### config.mk
export PLATFORM = sky130hd
export DESIGN_NAME = roulette_wheel_selector
export DESIGN_NICKNAME = d
export VERILOG_FILES = /design/src/rtl/rws_pkg.sv /design/src/rtl/rws_fit_mem.sv /design/src/rtl/rws_engine.sv /design/src/rtl/roulette_wheel_selector.sv
export VERILOG_INCLUDE_DIRS = /design/src /design/src/rtl
export SDC_FILE = /design/constraint.sdc
export NUM_CORES = 2
export LEC_CHECK = 0
export ABC_AREA = 1
export BUFFER_PORTS_ARGS = -buffer_cell sky130_fd_sc_hd__buf_2
export CORE_MARGIN = 5
export CORE_UTILIZATION = 45
export CTS_CLUSTER_DIAMETER = 200
export DETAILED_ROUTE_END_ITERATION = 8
export GPL_ROUTABILITY_DRIVEN = 0
export PLACE_DENSITY = 0.65
export SKIP_CTS_REPAIR_TIMING = 1
export SYNTH_ARGS = -nofsm -noshare
export SYNTH_HDL_FRONTEND = slang
export SYNTH_SLANG_ARGS = --single-unit
### constraint.sdc
create_clock -name clock -period 6.85 [get_ports clock]
set_input_delay 0.685 -clock clock [delete_from_list [all_inputs] [get_ports clock]]
set_output_delay 0.685 -clock clock [all_outputs]
set_load 0.05 [all_outputs]
### src/rtl/roulette_wheel_selector_defines.svh
// ----------------------------------------------------------------------------
// roulette_wheel_selector_defines
// Assertion macros used by the selector top level.
// ----------------------------------------------------------------------------
`ifndef ROULETTE_WHEEL_SELECTOR_DEFINES_SVH
`define ROULETTE_WHEEL_SELECTOR_DEFINES_SVH

// Clocked check, held off while reset is high.
`define RWS_ASSERT(lbl, clk, rst, prop) \
   lbl: assert property (@(posedge clk) disable iff (rst) prop) \
      else $error("roulette_wheel_selector: assertion failed");

// Clocked check that also holds during reset.
`define RWS_ASSERT_ALWAYS(lbl, clk, prop) \
   lbl: assert property (@(posedge clk) prop) \
      else $error("roulette_wheel_selector: assertion failed");

`endif

### src/rtl/rws_pkg.sv
// ----------------------------------------------------------------------------
// rws_pkg
// Types and codes shared by the roulette wheel selector modules.
// ----------------------------------------------------------------------------
`default_nettype none

package rws_pkg;

   localparam int FIT_W    = 16;
   localparam int FRAC_W   = 16;
   localparam int SLOT_W   = 6;
   localparam int TOTAL_W  = 22;
   localparam int TARGET_W = FRAC_W + TOTAL_W;

   localparam logic OP_LOAD = 1'b0;
   localparam logic OP_PICK = 1'b1;

   localparam logic STATUS_OK         = 1'b0;
   localparam logic STATUS_ZERO_TOTAL = 1'b1;

   typedef enum logic [2:0] {
      ST_CLEAR,
      ST_IDLE,
      ST_LOAD,
      ST_SCAN,
      ST_REPLY
   } state_type;

   typedef struct packed {
      logic [SLOT_W-1:0] picked_index;
      logic              status;
   } result_type;

endpackage

`default_nettype wire

### src/rtl/rws_fit_mem.sv
// ----------------------------------------------------------------------------
// rws_fit_mem
// Fitness store: one write port, one read port, registered read data.
// ----------------------------------------------------------------------------
`default_nettype none

module rws_fit_mem #(
   parameter int DEPTH  = 64,
   parameter int ADDR_W = 6
) (
   input  wire logic                       clock,
   input  wire logic                       wr_en,
   input  wire logic [ADDR_W-1:0]          wr_addr,
   input  wire logic [rws_pkg::FIT_W-1:0]  wr_data,
   input  wire logic                       rd_en,
   input  wire logic [ADDR_W-1:0]          rd_addr,
   output logic      [rws_pkg::FIT_W-1:0]  rd_data_ff
);

   logic [rws_pkg::FIT_W-1:0] mem [DEPTH];

   always_ff @(posedge clock) begin
      if (wr_en) begin
         mem[wr_addr] <= wr_data;
      end
   end

   always_ff @(posedge clock) begin
      if (rd_en) begin
         rd_data_ff <= mem[rd_addr];
      end
   end

endmodule

`default_nettype wire

### src/rtl/rws_engine.sv
// ----------------------------------------------------------------------------
// rws_engine
// Sequencer: clears the store, does load read-modify-write, scans for picks.
// ----------------------------------------------------------------------------
`default_nettype none

module rws_engine #(
   parameter int POP_SIZE = 64,
   parameter int ADDR_W   = 6
) (
   input  wire logic                          clock,
   input  wire logic                          reset,
   input  wire logic                          in_valid,
   output logic                               in_ready,
   input  wire logic                          in_op,
   input  wire logic [rws_pkg::SLOT_W-1:0]    in_slot,
   input  wire logic [rws_pkg::FIT_W-1:0]     in_fit,
   input  wire logic [rws_pkg::FRAC_W-1:0]    in_frac,
   output logic                               res_valid,
   input  wire logic                          res_ready,
   output rws_pkg::result_type                res,
   output logic                               mem_wr_en,
   output logic [ADDR_W-1:0]                  mem_wr_addr,
   output logic [rws_pkg::FIT_W-1:0]          mem_wr_data,
   output logic                               mem_rd_en,
   output logic [ADDR_W-1:0]                  mem_rd_addr,
   input  wire logic [rws_pkg::FIT_W-1:0]     mem_rd_data
);

   localparam int CUM_W = rws_pkg::FIT_W + ADDR_W;
   localparam int CMP_W = (CUM_W + 16 > rws_pkg::TARGET_W) ? CUM_W + 16 : rws_pkg::TARGET_W;
   localparam logic [ADDR_W-1:0] LAST_IDX = ADDR_W'(POP_SIZE - 1);

   rws_pkg::state_type state_ff, state_in;
   logic [rws_pkg::TOTAL_W-1:0]  total_ff, total_in;
   logic [ADDR_W-1:0]            idx_ff, idx_in;
   logic [CUM_W-1:0]             cum_ff, cum_in;
   logic [rws_pkg::TARGET_W-1:0] target_ff, target_in;
   logic [ADDR_W-1:0]            slot_ff, slot_in;
   logic [rws_pkg::FIT_W-1:0]    fit_ff, fit_in;
   rws_pkg::result_type          res_ff, res_in;

   logic [CUM_W-1:0] cum_next;
   logic             hit;
   logic             slot_ok;

   assign cum_next = cum_ff + CUM_W'(mem_rd_data);
   assign hit      = CMP_W'({cum_next, 16'h0000}) >= CMP_W'(target_ff);
   assign slot_ok  = 32'(in_slot) < 32'(POP_SIZE);
   assign res      = res_ff;

   always_ff @(posedge clock) begin
      if (reset) begin
         state_ff <= rws_pkg::ST_CLEAR;
         total_ff <= '0;
         idx_ff   <= '0;
      end else begin
         state_ff <= state_in;
         total_ff <= total_in;
         idx_ff   <= idx_in;
      end
   end

   always_ff @(posedge clock) begin
      cum_ff    <= cum_in;
      target_ff <= target_in;
      slot_ff   <= slot_in;
      fit_ff    <= fit_in;
      res_ff    <= res_in;
   end

   always_comb begin
      state_in    = state_ff;
      total_in    = total_ff;
      idx_in      = idx_ff;
      cum_in      = cum_ff;
      target_in   = target_ff;
      slot_in     = slot_ff;
      fit_in      = fit_ff;
      res_in      = res_ff;
      in_ready    = 1'b0;
      res_valid   = 1'b0;
      mem_wr_en   = 1'b0;
      mem_wr_addr = slot_ff;
      mem_wr_data = fit_ff;
      mem_rd_en   = 1'b0;
      mem_rd_addr = ADDR_W'(in_slot);

      case (state_ff)
         rws_pkg::ST_CLEAR: begin
            // one entry per cycle after reset
            mem_wr_en   = 1'b1;
            mem_wr_addr = idx_ff;
            mem_wr_data = '0;
            idx_in      = idx_ff + 1'b1;
            if (idx_ff == LAST_IDX) begin
               idx_in   = '0;
               state_in = rws_pkg::ST_IDLE;
            end
         end
         rws_pkg::ST_IDLE: begin
            in_ready = 1'b1;
            if (in_valid) begin
               res_in.picked_index = '0;
               res_in.status       = rws_pkg::STATUS_OK;
               if (in_op == rws_pkg::OP_LOAD) begin
                  slot_in = ADDR_W'(in_slot);
                  fit_in  = in_fit;
                  if (slot_ok) begin
                     mem_rd_en   = 1'b1;
                     mem_rd_addr = ADDR_W'(in_slot);
                     state_in    = rws_pkg::ST_LOAD;
                  end else begin
                     state_in = rws_pkg::ST_REPLY;
                  end
               end else if (total_ff == '0) begin
                  res_in.status = rws_pkg::STATUS_ZERO_TOTAL;
                  state_in      = rws_pkg::ST_REPLY;
               end else begin
                  target_in   = rws_pkg::TARGET_W'(in_frac) * rws_pkg::TARGET_W'(total_ff);
                  cum_in      = '0;
                  idx_in      = '0;
                  mem_rd_en   = 1'b1;
                  mem_rd_addr = '0;
                  state_in    = rws_pkg::ST_SCAN;
               end
            end
         end
         rws_pkg::ST_LOAD: begin
            // old value is on the read port now
            mem_wr_en = 1'b1;
            total_in  = total_ff - rws_pkg::TOTAL_W'(mem_rd_data)
                        + rws_pkg::TOTAL_W'(fit_ff);
            state_in  = rws_pkg::ST_REPLY;
         end
         rws_pkg::ST_SCAN: begin
            // read data holds entry idx_ff; next entry is fetched alongside
            if (hit || idx_ff == LAST_IDX) begin
               res_in.picked_index = rws_pkg::SLOT_W'(idx_ff);
               res_in.status       = rws_pkg::STATUS_OK;
               state_in            = rws_pkg::ST_REPLY;
            end else begin
               cum_in      = cum_next;
               idx_in      = idx_ff + 1'b1;
               mem_rd_en   = 1'b1;
               mem_rd_addr = idx_ff + 1'b1;
            end
         end
         rws_pkg::ST_REPLY: begin
            res_valid = 1'b1;
            if (res_ready) begin
               state_in = rws_pkg::ST_IDLE;
            end
         end
         default: begin
            state_in = rws_pkg::ST_IDLE;
         end
      endcase
   end

endmodule

`default_nettype wire

### src/rtl/roulette_wheel_selector.sv
// ----------------------------------------------------------------------------
// roulette_wheel_selector
// Fitness-proportionate selection over a population held in one memory.
// ----------------------------------------------------------------------------
// After reset the fitness memory is cleared one entry a cycle, during
// which req_tready stays low. A load word reads the old fitness, then
// writes the new one and adjusts the total. A pick word scans the store
// from index 0 one entry per cycle through the single read port, up to
// the first entry whose running sum reaches the target or the last entry.
// A pick with zero total, or a load to a slot beyond the population, goes
// to its result without touching the store. One word is worked on at a
// time; the result register lets the next word in while a result still
// waits on rsp_tready.
`default_nettype none

`include "roulette_wheel_selector_defines.svh"

module roulette_wheel_selector #(
   parameter int POP_SIZE = 64
) (
   input  wire logic        clock,
   input  wire logic        reset,
   input  wire logic        req_tvalid,
   output logic             req_tready,
   // [5:0] slot, [21:6] fitness_value, [37:22] random_fraction, [39:38] zero
   input  wire logic [39:0] req_tdata,
   // [0] op
   input  wire logic        req_tuser,
   output logic             rsp_tvalid,
   input  wire logic        rsp_tready,
   // [5:0] picked_index, [7:6] zero
   output logic [7:0]       rsp_tdata,
   // [0] status
   output logic             rsp_tuser
);

   localparam int ADDR_W = $clog2(POP_SIZE);

   logic                        wr_en;
   logic [ADDR_W-1:0]           wr_addr;
   logic [rws_pkg::FIT_W-1:0]   wr_data;
   logic                        rd_en;
   logic [ADDR_W-1:0]           rd_addr;
   logic [rws_pkg::FIT_W-1:0]   rd_data;

   logic                        res_valid;
   logic                        res_ready;
   rws_pkg::result_type         res;

   logic                        rsp_valid_ff;
   rws_pkg::result_type         rsp_ff;

   rws_fit_mem #(
      .DEPTH  (POP_SIZE),
      .ADDR_W (ADDR_W)
   ) u_mem (
      .clock      (clock),
      .wr_en      (wr_en),
      .wr_addr    (wr_addr),
      .wr_data    (wr_data),
      .rd_en      (rd_en),
      .rd_addr    (rd_addr),
      .rd_data_ff (rd_data)
   );

   rws_engine #(
      .POP_SIZE (POP_SIZE),
      .ADDR_W   (ADDR_W)
   ) u_engine (
      .clock       (clock),
      .reset       (reset),
      .in_valid    (req_tvalid),
      .in_ready    (req_tready),
      .in_op       (req_tuser),
      .in_slot     (req_tdata[5:0]),
      .in_fit      (req_tdata[21:6]),
      .in_frac     (req_tdata[37:22]),
      .res_valid   (res_valid),
      .res_ready   (res_ready),
      .res         (res),
      .mem_wr_en   (wr_en),
      .mem_wr_addr (wr_addr),
      .mem_wr_data (wr_data),
      .mem_rd_en   (rd_en),
      .mem_rd_addr (rd_addr),
      .mem_rd_data (rd_data)
   );

   // output register
   assign res_ready = !rsp_valid_ff || rsp_tready;

   always_ff @(posedge clock) begin
      if (reset) begin
         rsp_valid_ff <= 1'b0;
      end else if (res_valid && res_ready) begin
         rsp_valid_ff <= 1'b1;
      end else if (rsp_tready) begin
         rsp_valid_ff <= 1'b0;
      end
   end

   always_ff @(posedge clock) begin
      if (res_valid && res_ready) begin
         rsp_ff <= res;
      end
   end

   assign rsp_tvalid = rsp_valid_ff;
   assign rsp_tdata  = {2'b00, rsp_ff.picked_index};
   assign rsp_tuser  = rsp_ff.status;

   `RWS_ASSERT(a_one_word_at_a_time, clock, reset, req_tvalid && req_tready |=> !req_tready)
   `RWS_ASSERT(a_handoff_lands, clock, reset, res_valid && res_ready |=> rsp_tvalid)
   `RWS_ASSERT(a_refused_index_zero, clock, reset, rsp_tvalid && rsp_tuser |-> rsp_tdata == 8'h00)
   `RWS_ASSERT_ALWAYS(a_idle_in_reset, clock, reset |=> !req_tready && !rsp_tvalid)

endmodule

`default_nettype wire
Word-level counts from Yosys, hierarchy flattened. Memory sizes are Yosys's and may differ from the RTL's. A register that Yosys moved wholly into a read port is not among the register bits. Cells that the tools add are included.

Flip-flop bits (word level): 128. Bits in writable memories: 1024. Bits of input ports: 45. Output and inout port bits: 11. Word-level logic and storage cells: 91. Memories: 1.

Memory list: u_mem.mem (depth 64, width 16, read ports 1, clocked after memory_dff 1, wr ports 1, line rws_fit_mem.sv:20) `logic [rws_pkg::FIT_W-1:0] mem [DEPTH];`.

Add/subtract/negate cells: 4. Multipliers: 1. $lt $le $gt $ge: 1. Equality and inequality tests: 12. Multiplexer cells: 42. Bitwise operators: 2. Reduce and logical (&&, ||, !) cells: 16.

Operators with widths (count): 22-bit two-way mux (4); 6-bit two-way mux (10); 22-bit by 16-bit adder with 22-bit output (2); 22-bit case mux with 2 select lines (1); 38-bit greater-or-equal comparator (1); 16-bit by 22-bit multiplier with 38-bit output (1); 22-bit zero test (1); 22-bit by 16-bit subtractor with 22-bit output (1); 3-bit two-way mux (6); 6-bit case mux with 3 select lines (1); 16-bit two-way mux (1); 3-bit case mux with 5 select lines (1); 7-bit two-way mux (2); 7-bit case mux with 2 select lines (1); 1-bit two-way mux (13); 6-bit case mux with 2 select lines (1); 2-bit != test (second input constant) (5); 5-bit AND reduction (2); 4-bit AND reduction (2); 6-bit by 1-bit adder with 6-bit output (second input constant) (1); 3-bit by 2-bit equality test with 1-bit output (second input constant) (2); 6-bit equality test (second input constant) (1); 3-bit AND reduction (2); 2-bit by 1-bit != test with 1-bit output (second input constant) (2); 11 further kinds (14).

Longest topological paths before layout.
Word-level depth: 5. Mapped depth: 37. Depth with buffers taken out: 35.

Hierarchy. Synthesis repeated with hierarchy kept, for this count alone.

Cell total of the unflattened synthesis: 6108. Area, all modules: 62451.1 µm².

By module, submodules not included: rws_fit_mem (times used 1, cells an instance 3517, area an instance 42259.3 µm², sequential area each 31230.0 µm²); rws_engine (times used 1, cells an instance 2575, area an instance 19915.4 µm², sequential area each 3293.2 µm²); roulette_wheel_selector (times used 1, cells an instance 16, area an instance 276.5 µm², sequential area each 230.2 µm²).

Worst setup path before layout. Ideal clock, no wire load.

Kind: input to register. Start: in req_tdata[23]. End: reg u_engine.target_ff[31] (netlist name) (data pin). Library setup time: 0.265 ns. Arrival: 5.979 ns. Required time: 6.585 ns. Path slack: 0.605 ns. Cell stages on the path: 23. Path buffers: 1. Path through: clkbuf_1 > nand2_1 > fa_1 > inv_1 > fa_1 > inv_1 > fa_1 > fa_1 > fa_1 > fa_1 > inv_1 > ha_1 > nand2_1 > nor2_1 > o21ai_0 > o211ai_1 > nor2_1 > o21ai_0 > a21boi_0 > o21ai_0 > a21oi_1 > o21ai_0 > xor2_1.

Word-level cells in the longest chain between the ends: 1.

Ends and longest elaborated chain: start: declaration (line roulette_wheel_selector.sv:26) `input wire logic [39:0] req_tdata,`; 16-bit by 22-bit multiplier with 38-bit output (line rws_engine.sv:120) `target_in = rws_pkg::TARGET_W'(in_frac) * rws_pkg::TARGET_W'(total_ff);`; end signal: assignment (line rws_engine.sv:66) `target_ff <= target_in;`; end: declaration (line rws_engine.sv:38) `logic [rws_pkg::TARGET_W-1:0] target_ff, target_in;`.

Every way passes these cells. A chain may end at the register's enable or synchronous reset.

Final worst setup path.
Start: reg u_engine.total_ff[9] (netlist name). End: reg u_engine.target_ff[37] (netlist name) (data pin).

Word-level cells in the longest chain between the ends: 1.

Ends and longest elaborated chain: start: declaration (line rws_engine.sv:35) `logic [rws_pkg::TOTAL_W-1:0] total_ff, total_in;`; start signal: assignment (line rws_engine.sv:59) `total_ff <= total_in;`; 16-bit by 22-bit multiplier with 38-bit output (line rws_engine.sv:120).

Every way passes these cells.

==> metrics.yaml <==
met2_usage: 0.3661
hold_violations: 0
clk_latency_ps: 760
coreArea_um2: 139900
cp.arrival_ps: 6950
cts_buffers: 130
setup_viol: 0
nets: 6935
syn_to_final_growth_pct: 11.63
synth_top_area_frac: 0.5369
dieArea_um2: 148800
p_seq_frac: 0.504
crit_type: "reg -> reg"
h-tree-depth: 4
max-clock-path-buffers: 3
relSlewSlack: 0.06702
required_ps: 7330
p_sw_frac: 0.2286
finalCritPeriodShare: 0.9446
synth_edf_count: 1136
power_frac_comb: 0.056
cts_tree: "yes"
setup_tns_ps: 0
path_common_cell: "fa_1"
overflow: 0
start_kind: "flop"
rsz0062_at_grt: "no"
worst_slew_pin_slew_ps: 1385
yosysMostFrequentCell: "nand2_1"
fp-row-count: 137
p_per_area_nw_per_um2: 217.3
synth-seq-cells: 1168
synthDistinctLibCells: 52
dieWidth_um: 385.8
critPathMaxFanout: 13
stdcell_area_um2: 70930
grtUsageTotal: 0.2300
drt_wl_total_um: 171700
fin_ws_ps: 379.3
peakVddDrop_mv: 0.2170
intPower_uw: 11890
pwr-share-clk: 0.440
syn_area_um2: 63540
status: "finished clean"
max_clock_freq_mhz: 154.5
fin_crit_ps: 6471
dp_hpwl_um: 109200
crit_buf_inv: 2
ys_seq_area_frac: 0.5469
p_leak_uw: 0.03084
hp-class: "in -> reg"
io_buffers: 51
cp-end-kind: "flop"
top_usage_layer: "met2"
slew_viol_final: 0
grt_pass1_wl_um: 263400
grtUsageMet1: 0.3195
first_pass_iters: 6
pin_count: 56
cts_sinks: 1168
cpLargestDelayFamily: "adder cells"
grt_util_met3: 0.04348
place_area_um2: 66720
grt_pass1_vias: 44470
cap_violations: 0
start_util: 0.4543
synth.avg_cell_area_um2: 9.955
synth_area_leader_cell: "edfxtp_1"
yosys-top-cells-area: "edfxtp_1, nand2_1, fa_1"
yosysWarnings: 0
finClkSkew_ps: 40.65
drc: 0
detail-route-antenna-nets: 0
wl_per_cell_um: 20.44
synthTopCellsByCount: "nand2_1, edfxtp_1, nand3_1"
syn_inst: 6383
cp_cell_sequence: "buf_4, nand2_1, fa_1, inv_1, fa_1, fa_1, fa_1, fa_1, fa_1, ha_1, nand2_1, nor2_1, o21ai_0, o211ai_1, nor2_1, o21bai_1, a21oi_1, o21ai_0, a21oi_1, nor2_1, nand2_1, nand2_1, xor2_1"
power.total_uw: 15410
dominantRegCellSynth: "edfxtp_1"
antenna_found_initial: 3
p_sw_uw: 3523
crit_path_max_incr_delay_ps: 600
post-place-ws_ps: 13.52
vias: 45580
grt_max_degree: 110
viasPerCell: 5.426
cpMaxStageDelayCell: "fa_1"
die_height_um: 385.8
async_flop_share: 0
root_buffer: "clkbuf_16"
dr.first_iter.drc_count: 4736
clkTransAtPathRegs_ps: 50
drive_gt1_frac: 0.08079
metal layers:
layer  vias to the layer above  share of wire
li1                      20980              -
met1                     22410           0.42
met2                      1879           0.46
met3                       308          0.093
met4                         4          0.033
met5                         -        0.00013
power by group through the flow:
stage	Clock, uW	Sequential, uW	Combinational, uW
finish	6780	7770	858
global route	7170	7770	927
CTS	6860	7770	838
detailed placement	0	7920	834
global placement	0	7920	827
floorplan	0	7920	506
final cells by class:
cell class,instances,area (um^2)
clock inverter,58,629.4
multi-input combinational,3935,23930
tap,1876,2347
sequential,1168,34750
clock buffer,176,3488
inverter,918,3451
fill,12460,68940
antenna,1,2.502
timing repair buffer,268,2328
stage by stage:
step                      hold WS (ps)    util  instances
final                            117.7  0.5071       8400
after global routing             92.49  0.5071       8399
after CTS                        62.49  0.5064       8396
after detailed placement         405.4  0.4770       8162
after global placement           406.4  0.4770       8162
after floorplan                  400.3       -       6384
path summary, 6_finish.rpt:
| check | startpoint | end | slack (ps) | cells after the start |
|---|---|---|---|---|
| setup / recovery | u_engine.total_ff[9] | u_engine.target_ff[37] | 380 | 23 |
| hold / removal | req_tdata[6] | u_engine.fit_ff[0] | 120 | 1 |
| setup reg to reg | u_engine.total_ff[9] | u_engine.target_ff[37] | 380 | 23 |
| hold reg to reg | u_engine.res[6] | rsp_tdata[5] | 420 | 0 |
sequential cells by signal, indices dropped and copies added, names as in the netlist:
name and cells:
u_engine.state_ff 3, u_engine.fit_ff 16, u_engine.slot_ff 6, rsp_tuser 1, u_engine.cum_ff 22, u_mem.mem 1024
u_engine.idx_ff 6, u_engine.target_ff 38, rsp_tdata 6, u_engine.total_ff 22, rsp_tvalid 1, u_engine.res 7
u_mem.rd_data_ff 16
placed cells by master, fill, tap and decap left out, drive strengths merged, types with 65 or more instances in the layout:
master / count
nand2: 1726
edfxtp: 1136
nand3: 1117
inv: 926
fa: 295
buf: 267
nor2: 198
clkbuf: 177
ha: 174
a21oi: 116
o21ai: 76
nand3b: 65
kinds of logic after synthesis:
logic type | after synthesis | share of synthesized area
AND/OR/NAND/NOR | 3153 | 0.2147
buffers and inverters | 1281 | 0.08034
flip-flops | 1168 | 0.5469
adder cells (fa/ha/maj) | 469 | 0.1272
AO/OA/AOI/OAI | 239 | 0.02079
XOR/XNOR | 72 | 0.009924
other | 1 | 0.00005902
No activity file was read; power rests on OpenSTA's default activity.
